<file path="src/sv/dfwz_pkg.sv">
// -----------------------------------------------------------------------------
// dfwz_pkg
// Shared constants, register indexes, result codes and divider types for the
// forward depth warp with z-buffer.
// -----------------------------------------------------------------------------
package dfwz_pkg;

	localparam int MAX_ROWS_DEF = 256;
	localparam int MAX_COLS_DEF = 256;

	localparam int CFG_IDX_W = 3;
	localparam int CFG_DATA_W = 64;
	localparam int DEPTH_W = 16;

	localparam logic [CFG_IDX_W-1:0] REG_ROT0 = 3'd0;
	localparam logic [CFG_IDX_W-1:0] REG_ROT1 = 3'd1;
	localparam logic [CFG_IDX_W-1:0] REG_ROT2 = 3'd2;
	localparam logic [CFG_IDX_W-1:0] REG_TRANS = 3'd3;
	localparam logic [CFG_IDX_W-1:0] REG_SINTR = 3'd4;
	localparam logic [CFG_IDX_W-1:0] REG_VINTR = 3'd5;
	localparam logic [CFG_IDX_W-1:0] REG_FRAME = 3'd6;

	localparam logic [63:0] ROT0_RST = 64'd16384;
	localparam logic [63:0] ROT1_RST = 64'd1073741824;
	localparam logic [63:0] ROT2_RST = 64'd70368744177664;
	localparam logic [59:0] TRANS_RST = 60'd0;
	localparam logic [63:0] INTR_RST = 64'd576469548664885248;
	localparam logic [23:0] FRAME_RST = 24'd1048832;

	localparam logic [1:0] OC_STORED = 2'd0;
	localparam logic [1:0] OC_OCCLUDED = 2'd1;
	localparam logic [1:0] OC_DROPPED = 2'd2;
	localparam logic [1:0] OC_READOUT = 2'd3;

	localparam int DIV_NUM_W = 60;
	localparam int DIV_DEN_W = 44;

	typedef struct packed {
		logic start;
		logic [DIV_NUM_W-1:0] num;
		logic [DIV_DEN_W-1:0] den;
	} div_req_t;

	typedef struct packed {
		logic busy;
		logic done;
		logic [DIV_NUM_W-1:0] quot;
	} div_rsp_t;

	// signed Q2.14 product sum back to integer, truncating toward zero
	function automatic logic signed [43:0] q14_trunc(input logic signed [57:0] acc);
		logic signed [57:0] adj;
		adj = acc + (acc[57] ? 58'sd16383 : 58'sd0);
		return adj[57:14];
	endfunction

endpackage

</file>
<file path="src/sv/dfwz_div.sv">
// -----------------------------------------------------------------------------
// dfwz_div
// Unsigned restoring divider, one quotient bit per cycle.
// -----------------------------------------------------------------------------
module dfwz_div import dfwz_pkg::*; (
	input  logic     clk,
	input  logic     arst_n,
	input  div_req_t req,
	output div_rsp_t rsp
);

	localparam int CNT_W = $clog2(DIV_NUM_W + 1);

	logic [DIV_DEN_W-1:0] rem_q;
	logic [DIV_DEN_W-1:0] den_q;
	logic [DIV_NUM_W-1:0] sh_q;
	logic [CNT_W-1:0]     cnt_q;
	logic                 busy_q;
	logic                 done_q;
	logic [DIV_DEN_W:0]   trial;
	logic [DIV_DEN_W:0]   diff;
	logic                 ge;

	assign trial = {rem_q, sh_q[DIV_NUM_W-1]};
	assign ge    = trial >= {1'b0, den_q};
	assign diff  = trial - {1'b0, den_q};

	always_ff @(posedge clk or negedge arst_n) begin
		if (!arst_n) begin
			busy_q <= 1'b0;
			done_q <= 1'b0;
			cnt_q  <= '0;
		end else begin
			done_q <= busy_q && !req.start && (cnt_q == CNT_W'(1));
			if (req.start) begin
				busy_q <= 1'b1;
				cnt_q  <= CNT_W'(DIV_NUM_W);
			end else if (busy_q) begin
				cnt_q <= cnt_q - 1'b1;
				if (cnt_q == CNT_W'(1)) begin
					busy_q <= 1'b0;
				end
			end
		end
	end

	// quotient bits shift in where numerator bits shift out
	always_ff @(posedge clk) begin
		if (req.start) begin
			den_q <= req.den;
			sh_q  <= req.num;
			rem_q <= '0;
		end else if (busy_q) begin
			rem_q <= ge ? diff[DIV_DEN_W-1:0] : trial[DIV_DEN_W-1:0];
			sh_q  <= {sh_q[DIV_NUM_W-2:0], ge};
		end
	end

	assign rsp.busy = busy_q;
	assign rsp.done = done_q;
	assign rsp.quot = sh_q;

endmodule

</file>
<file path="config.mk">
export PLATFORM = sky130hd
export DESIGN_NAME = dfwz_div
export DESIGN_NICKNAME = d
export VERILOG_FILES = /design/src/sv/dfwz_pkg.sv /design/src/sv/dfwz_div.sv
export SDC_FILE = /design/constraint.sdc
export NUM_CORES = 1
export LEC_CHECK = 0
export ABC_CLOCK_PERIOD_IN_PS = 3070
export BUFFER_PORTS_ARGS = -buffer_cell sky130_fd_sc_hd__buf_2
export CAP_MARGIN = 30
export CORE_MARGIN = 4
export CORE_UTILIZATION = 39
export CTS_CLUSTER_SIZE = 14
export DETAILED_ROUTE_END_ITERATION = 12
export PLACE_DENSITY = 0.65
export REMOVE_ABC_BUFFERS = 1
export SLEW_MARGIN = 0
export SYNTH_ARGS = -nofsm -noshare
export SYNTH_HDL_FRONTEND = slang
export SYNTH_SLANG_ARGS = --single-unit
</file>
<file path="constraint.sdc">
create_clock -name clk -period 3.07 [get_ports clk]
set_clock_uncertainty 0.15 [all_clocks]
set_input_delay 0.614 -clock clk [delete_from_list [all_inputs] [get_ports clk]]
set_output_delay 0.614 -clock clk [all_outputs]
set_load 0.02 [all_outputs]
</file>
**After elaboration in Yosys (flattened, before gate mapping)**

Index checks and enable logic that the tools add are counted.

- Register bits: 156
- Latch bits: 0
- Bits in writable memories: 0
- Bits in read-only memories: 0
- Input port bits: 107
- Logic and storage cells: 22
- Memories: 0

- $add $sub $neg: 2
- $mul: 0
- Div/mod/pow operators: 0
- $lt $le $gt $ge: 1
- Equal/unequal tests: 1
- Shift-type cells: 0
- Muxes and demuxes: 8
- Bitwise logic cells: 0
- Reduce and logical (&&, ||, !) cells: 4

Operators with widths:

| kind | number |
|---|---|
| 60-bit two-way mux | 2 |
| 45-bit by 44-bit >= comparator with 1-bit output | 1 |
| 44-bit two-way mux | 1 |
| 44-bit subtractor | 1 |
| 6-bit two-way mux | 2 |
| 6-bit by 1-bit equality test with 1-bit output (second input constant) | 1 |
| 6-bit by 1-bit subtractor with 6-bit output (second input constant) | 1 |
| 1-bit two-way mux | 3 |
| 1-bit logical AND | 2 |
| 2-bit nonzero test | 1 |
| 1-bit logical NOT | 1 |

**Longest topological paths before layout**

- Word-level depth: 4
- Mapped depth: 15

**Worst setup path after synthesis**

No wires, ideal clock.

- Kind: register to register
- Start: register sh_q[59]
- End: register rem_q[38]
- Setup time: 0.086 ns
- Data arrival time: 3.061 ns
- Data required time: 2.834 ns
- Path slack: -0.227 ns
- Cell stages (with the launch flop): 13
- Path buffers: 0
- Clock period less this slack: 3.297 ns
- Cell sequence: edfxtp_1 inv_1 ha_1 fa_1 nor2b_1 o31a_1 o31ai_1 o21ai_0 a21oi_1 o21a_1 nor3b_1 mux2_2 a211oi_1

- Longest elaborated chain between the ends: 2
- Elaborated cells between the ends (all ways): 3

Ends and longest elaborated chain:

| what | line | text |
|---|---|---|
| start, declared | dfwz_div.sv:16 | `logic [DIV_NUM_W-1:0] sh_q;` |
| start signal, assigned | dfwz_div.sv:51 | `sh_q <= req.num;` |
| start signal, assigned | dfwz_div.sv:55 | `sh_q <= {sh_q[DIV_NUM_W-2:0], ge};` |
| 44-bit subtractor or 45-bit by 44-bit >= comparator with 1-bit output (tied branches) | dfwz_div.sv:26, dfwz_div.sv:25 |  |
| 44-bit two-way mux (*) | dfwz_div.sv:54 | `rem_q <= ge ? diff[DIV_DEN_W-1:0] : trial[DIV_DEN_W-1:0];` |
| end signal, assigned | dfwz_div.sv:54 |  |
| end, declared | dfwz_div.sv:14 | `logic [DIV_DEN_W-1:0] rem_q;` |

Every way passes the cells marked *; elsewhere a longest branch is shown, timed or not.
A chain may end at the register's enable or synchronous reset.

**Worst setup path after layout**

- Start: register den_q[41]
- End: register rem_q[43]

- Longest elaborated chain between the ends: 2
- Elaborated cells between the ends (all ways): 3

Ends and longest elaborated chain:

| what | line | text |
|---|---|---|
| start, declared | dfwz_div.sv:15 | `logic [DIV_DEN_W-1:0] den_q;` |
| start signal, assigned | dfwz_div.sv:50 | `den_q <= req.den;` |
| 44-bit subtractor or 45-bit by 44-bit >= comparator with 1-bit output (tied branches) | dfwz_div.sv:26, dfwz_div.sv:25 |  |
| 44-bit two-way mux (*) | dfwz_div.sv:54 |  |

Marks and branches as above.

==> metrics.txt <==
# TYPE chip_impl_metric gauge
chip_impl_info{name="status",value="complete, no violations"} 1
chip_impl_metric{name="final_hold_viol_count",unit=""} 0
chip_impl_metric{name="final_routed_wirelength_across_all_metal_layers",unit="mm"} 24.2
chip_impl_info{name="critical-path-slowest-cell",value="sky130_fd_sc_hd__or4_4"} 1
chip_impl_metric{name="grt_util_met2",unit=""} 0.307
chip_impl_info{name="crit_type",value="reg2reg"} 1
chip_impl_metric{name="synth.distinct_cells",unit=""} 69
chip_impl_metric{name="route.detailed.vias_per_inst",unit=""} 5.14
chip_impl_metric{name="cts.reportedPaths.clkPinSlew",unit="ns"} 0.07
chip_impl_metric{name="via_count",unit=""} 7504
chip_impl_metric{name="synth_edf_count",unit=""} 104
chip_impl_metric{name="die_width",unit="µm"} 161
chip_impl_metric{name="register_area",unit="mm²"} 0.00421
chip_impl_metric{name="finalCriticalPeriod",unit="ns"} 3.05
chip_impl_metric{name="std_cell_rows",unit=""} 55
chip_impl_metric{name="clkLatencyLatePin",unit="ns"} 0.44
chip_impl_metric{name="post_synth.cell_area_avg",unit="µm²"} 10.5
chip_impl_info{name="yosysMostFrequentCell",value="sky130_fd_sc_hd__edfxtp_1"} 1
chip_impl_metric{name="detail_route.wl_per_cell",unit="µm"} 16.6
chip_impl_info{name="clock_tree.root_cell",value="sky130_fd_sc_hd__clkbuf_16"} 1
chip_impl_metric{name="cts_buffers",unit=""} 17
chip_impl_metric{name="maximum_vdd_drop",unit="µV"} 417
chip_impl_metric{name="synthXorXnorAreaFrac",unit=""} 0.0376
chip_impl_metric{name="final-setup-viol-count",unit=""} 0
chip_impl_metric{name="postSynth.asyncResetShare",unit=""} 0.0513
chip_impl_metric{name="diodes",unit=""} 0
chip_impl_metric{name="critPathMaxFanout",unit=""} 11
chip_impl_metric{name="multi_input_combinational_cell_area",unit="mm²"} 0.00485
chip_impl_metric{name="first_pass_iters",unit=""} 5
chip_impl_metric{name="maxClockFrequency",unit="MHz"} 328
chip_impl_metric{name="worst-r2r-cell-count",unit=""} 11
chip_impl_metric{name="grt_use_met3",unit=""} 0.0649
chip_impl_metric{name="max_stage_delay",unit="ns"} 0.54
chip_impl_info{name="worstReg2RegStart",value="den_q[41]"} 1
chip_impl_metric{name="place.port_buffers",unit=""} 168
chip_impl_metric{name="layout.filler_cells",unit=""} 2025
chip_impl_metric{name="yosysTopAreaCellShare",unit=""} 0.344
chip_impl_metric{name="via_count_of_the_first_global_routing_pass",unit=""} 7791
chip_impl_info{name="crit_path_end_kind",value="flop"} 1
chip_impl_info{name="worst_path_most_repeated_cell",value="sky130_fd_sc_hd__buf_12"} 1
chip_impl_metric{name="powerDensity",unit="mW/mm²"} 926
chip_impl_metric{name="reg2reg_slack",unit="ns"} 0.02
chip_impl_metric{name="min_path_cells",unit=""} 1
chip_impl_info{name="cts_tree",value="built"} 1
chip_impl_metric{name="pin_count",unit=""} 169
chip_impl_metric{name="drtAntennaViolNets",unit=""} 0
chip_impl_metric{name="area_growth",unit="%"} 34.4
chip_impl_info{name="min-delay-path-class",value="in2reg"} 1
chip_impl_metric{name="starting_utilization_of_the_core_area",unit=""} 0.399
chip_impl_info{name="largest_family_of_logic_cells_by_synthesized_area",value="compound AO/OA/AOI/OAI gates"} 1
chip_impl_metric{name="core_area",unit="mm²"} 0.0228
chip_impl_metric{name="detailed_place_hpwl",unit="mm"} 17.7
chip_impl_metric{name="crit_required",unit="ns"} 3.29
chip_impl_metric{name="final_layout_size_suffix_gt1_frac",unit=""} 0.428
chip_impl_metric{name="ctsHtreeMaxLevel",unit=""} 4
chip_impl_metric{name="synth_simple_gate_area_share",unit=""} 0.119
chip_impl_metric{name="grt_start_max_net_pins",unit=""} 108
chip_impl_metric{name="grt_util_met1",unit=""} 0.234
chip_impl_info{name="cp-startpoint",value="den_q[41]"} 1
chip_impl_metric{name="compound_cell_area_share_of_the_yosys_netlist",unit=""} 0.165
chip_impl_metric{name="ys_seq_elements",unit=""} 156
chip_impl_metric{name="die_y",unit="µm"} 161
chip_impl_metric{name="timing.critical_path.arrival",unit="ns"} 3.27
chip_impl_metric{name="leakage_power",unit="nW"} 5.37
chip_impl_metric{name="muxShareOfSynthArea",unit=""} 0.0943
chip_impl_info{name="rsz_0062_raised_after_global_routing",value="yes"} 1
chip_impl_metric{name="grt_first_pass_wirelength",unit="mm"} 39.1
chip_impl_metric{name="antenna_found_initial",unit=""} 2
chip_impl_info{name="gr_busiest_metal",value="met2"} 1
chip_impl_metric{name="drc",unit=""} 0
chip_impl_metric{name="worst_pin_slew",unit="ns"} 0.660
chip_impl_metric{name="cp.depth",unit=""} 11
chip_impl_metric{name="num-nets-final",unit=""} 1290
chip_impl_metric{name="holdWs",unit="ns"} 0.199
chip_impl_metric{name="number_of_sinks_driven_by_the_clock_tree",unit=""} 156
chip_impl_metric{name="grt.overflow.total",unit=""} 0
chip_impl_info{name="cp-start-kind",value="flop"} 1
chip_impl_info{name="timing.rr.end",value="rem_q[43]"} 1
chip_impl_metric{name="ys_seq_area_frac",unit=""} 0.463
chip_impl_metric{name="period_share",unit=""} 0.992
chip_impl_metric{name="worst_slew_margin_rel",unit=""} 0.558
chip_impl_info{name="timing.critical_path.max_delay_family",value="simple AND/OR/NAND/NOR gates"} 1
chip_impl_metric{name="final-max-slew-violation-count",unit=""} 0
chip_impl_info{name="yosys-top-cells-area",value="sky130_fd_sc_hd__edfxtp_1 34%, sky130_fd_sc_hd__dfxtp_1 9.7%, sky130_fd_sc_hd__mux2_2 7.6%"} 1
chip_impl_metric{name="drt-initial-drc-count",unit=""} 321
chip_impl_metric{name="cts-root-to-sink-buffers",unit=""} 2
chip_impl_metric{name="synth-adder-area-share",unit=""} 0.0655
chip_impl_metric{name="drv.max_cap_violation_count",unit=""} 0
chip_impl_metric{name="all_layer_global_routing_usage",unit=""} 0.186
chip_impl_info{name="netlist.top_cell.by_area",value="sky130_fd_sc_hd__edfxtp_1"} 1
chip_impl_metric{name="syn_inst",unit=""} 866
chip_impl_metric{name="utilization",unit=""} 0.536
chip_impl_metric{name="totalPowerFinal",unit="W"} 0.0113
chip_impl_metric{name="gp_congestion",unit=""} 0.892
chip_impl_metric{name="synth_warnings",unit=""} 0
chip_impl_metric{name="worstPathBufferInverterCount",unit=""} 3
chip_impl_info{name="capture_point_of_the_critical_path",value="rem_q[43]"} 1
chip_impl_metric{name="synthesis.area",unit="mm²"} 0.00909
chip_impl_metric{name="floorplan.die_area",unit="mm²"} 0.0258
chip_impl_info{name="synth.top_cells.by_count",value="104 x sky130_fd_sc_hd__edfxtp_1, 72 x sky130_fd_sc_hd__a21oi_1, 71 x sky130_fd_sc_hd__nor2_1, 68 x sky130_fd_sc_hd__inv_1, 61 x sky130_fd_sc_hd__mux2_2"} 1
chip_impl_info{name="path_cells",value="inv_2 > ha_4 > nand4b_1 > or4_4 > or2_0 > or3_1 > and3_4 > buf_12 > buf_12 > a311o_1 > a21oi_2"} 1
chip_impl_info{name="synth-main-ff-cell",value="sky130_fd_sc_hd__edfxtp_1"} 1
## layout make-up
cell class,count,share of cell area
multi-input cells,597,0.397
flip-flops and latches,156,0.344
repair buffers,295,0.154
clock buffers,17,0.0348
well taps,313,0.0321
inverters,69,0.0212
clock inverters,14,0.0163
## cells in the final DEF, fill, tap and decap left out, types with 6 or more instances in the layout
cell and count:
sky130_fd_sc_hd__o21a_1 8, sky130_fd_sc_hd__inv_6 6, sky130_fd_sc_hd__dfrtp_1 7, sky130_fd_sc_hd__nand4_1 11, sky130_fd_sc_hd__dfxtp_1 44, sky130_fd_sc_hd__xor2_1 16, sky130_fd_sc_hd__clkbuf_16 17, sky130_fd_sc_hd__nor2_4 12
sky130_fd_sc_hd__a21o_1 18, sky130_fd_sc_hd__a21oi_2 10, sky130_fd_sc_hd__and3_1 8, sky130_fd_sc_hd__mux2i_1 17, sky130_fd_sc_hd__edfxtp_1 104, sky130_fd_sc_hd__buf_4 116, sky130_fd_sc_hd__buf_2 167, sky130_fd_sc_hd__o21bai_1 12
sky130_fd_sc_hd__o21ai_1 9, sky130_fd_sc_hd__a211oi_2 17, sky130_fd_sc_hd__o21ai_0 20, sky130_fd_sc_hd__mux2_2 61, sky130_fd_sc_hd__nand2_1 47, sky130_fd_sc_hd__a21oi_1 61, sky130_fd_sc_hd__a211oi_1 16, sky130_fd_sc_hd__ha_4 15
sky130_fd_sc_hd__buf_6 6, sky130_fd_sc_hd__nand3_1 10, sky130_fd_sc_hd__nor2_1 69, sky130_fd_sc_hd__ha_1 30, sky130_fd_sc_hd__inv_1 65, sky130_fd_sc_hd__xnor2_1 23
## metal layers
layer	part of all wire	wire [µm]	vias to the layer above
li1	-	-	3702
met1	0.44	10600	3563
met2	0.48	11600	213
met3	0.071	1710	24
met4	0.013	304	2
met5	0.00054	13	-
## flip-flops by register name, summed over array words and instances (netlist names)
signal and flops:
cnt_q 6, done_q 1, sh_q 60, den_q 44, rem_q 44, busy_q 1
## power breakdown
part | leakage [nW] | switching [W] | internal, W | total [W]
combinational | 3.56 | 0.00310 | 0.00298 | 0.00608
sequential | 1.51 | 0.000294 | 0.00267 | 0.00297
clock | 0.306 | 0.000960 | 0.00131 | 0.00227
## cell families after synthesis
family	Yosys count
XOR/XNOR	39
multiplexers	78
AO/OA/AOI/OAI	221
flip-flops	156
AND/OR/NAND/NOR	212
buffers and inverters	113
adder cells (fa/ha/maj)	47
## how the worst min path moves through the flow
| stage | slack, ns | startpoint | to |
|---|---|---|---|
| floorplan | 0.17 | arst_n | busy_q |
| global placement | 0.32 | arst_n | done_q |
| detailed placement | 0.32 | arst_n | cnt_q[5] |
| CTS | 0.18 | req[35] | den_q[35] |
| global route | 0.18 | req[35] | den_q[35] |
| finish | 0.20 | req[35] | den_q[35] |
## what timing repair did
item | in CTS | in global routing
setup buffers | 3 | 3
pin swaps | 11 | 24
hold buffers | 1 | 0
setup endpoints to repair | 39 | 43
gates resized for setup | 27 | 69
endpoints found under the hold margin | 8 | 0
## stage by stage
stage / setup slack, ns / TNS (ns) / instance area (µm²) / cells
floorplan: -1.47 / -98.05 / 8840 / 822
global placement: -0.128 / -2.10 / 11000 / 1423
detailed placement: -0.190 / -3.56 / 11000 / 1423
CTS: -0.00706 / -0.00706 / 11800 / 1458
global route: -0.102 / -0.748 / 12200 / 1461
finish: 0.0232 / 0 / 12200 / 1461
(Power assumes the default switching activity.)
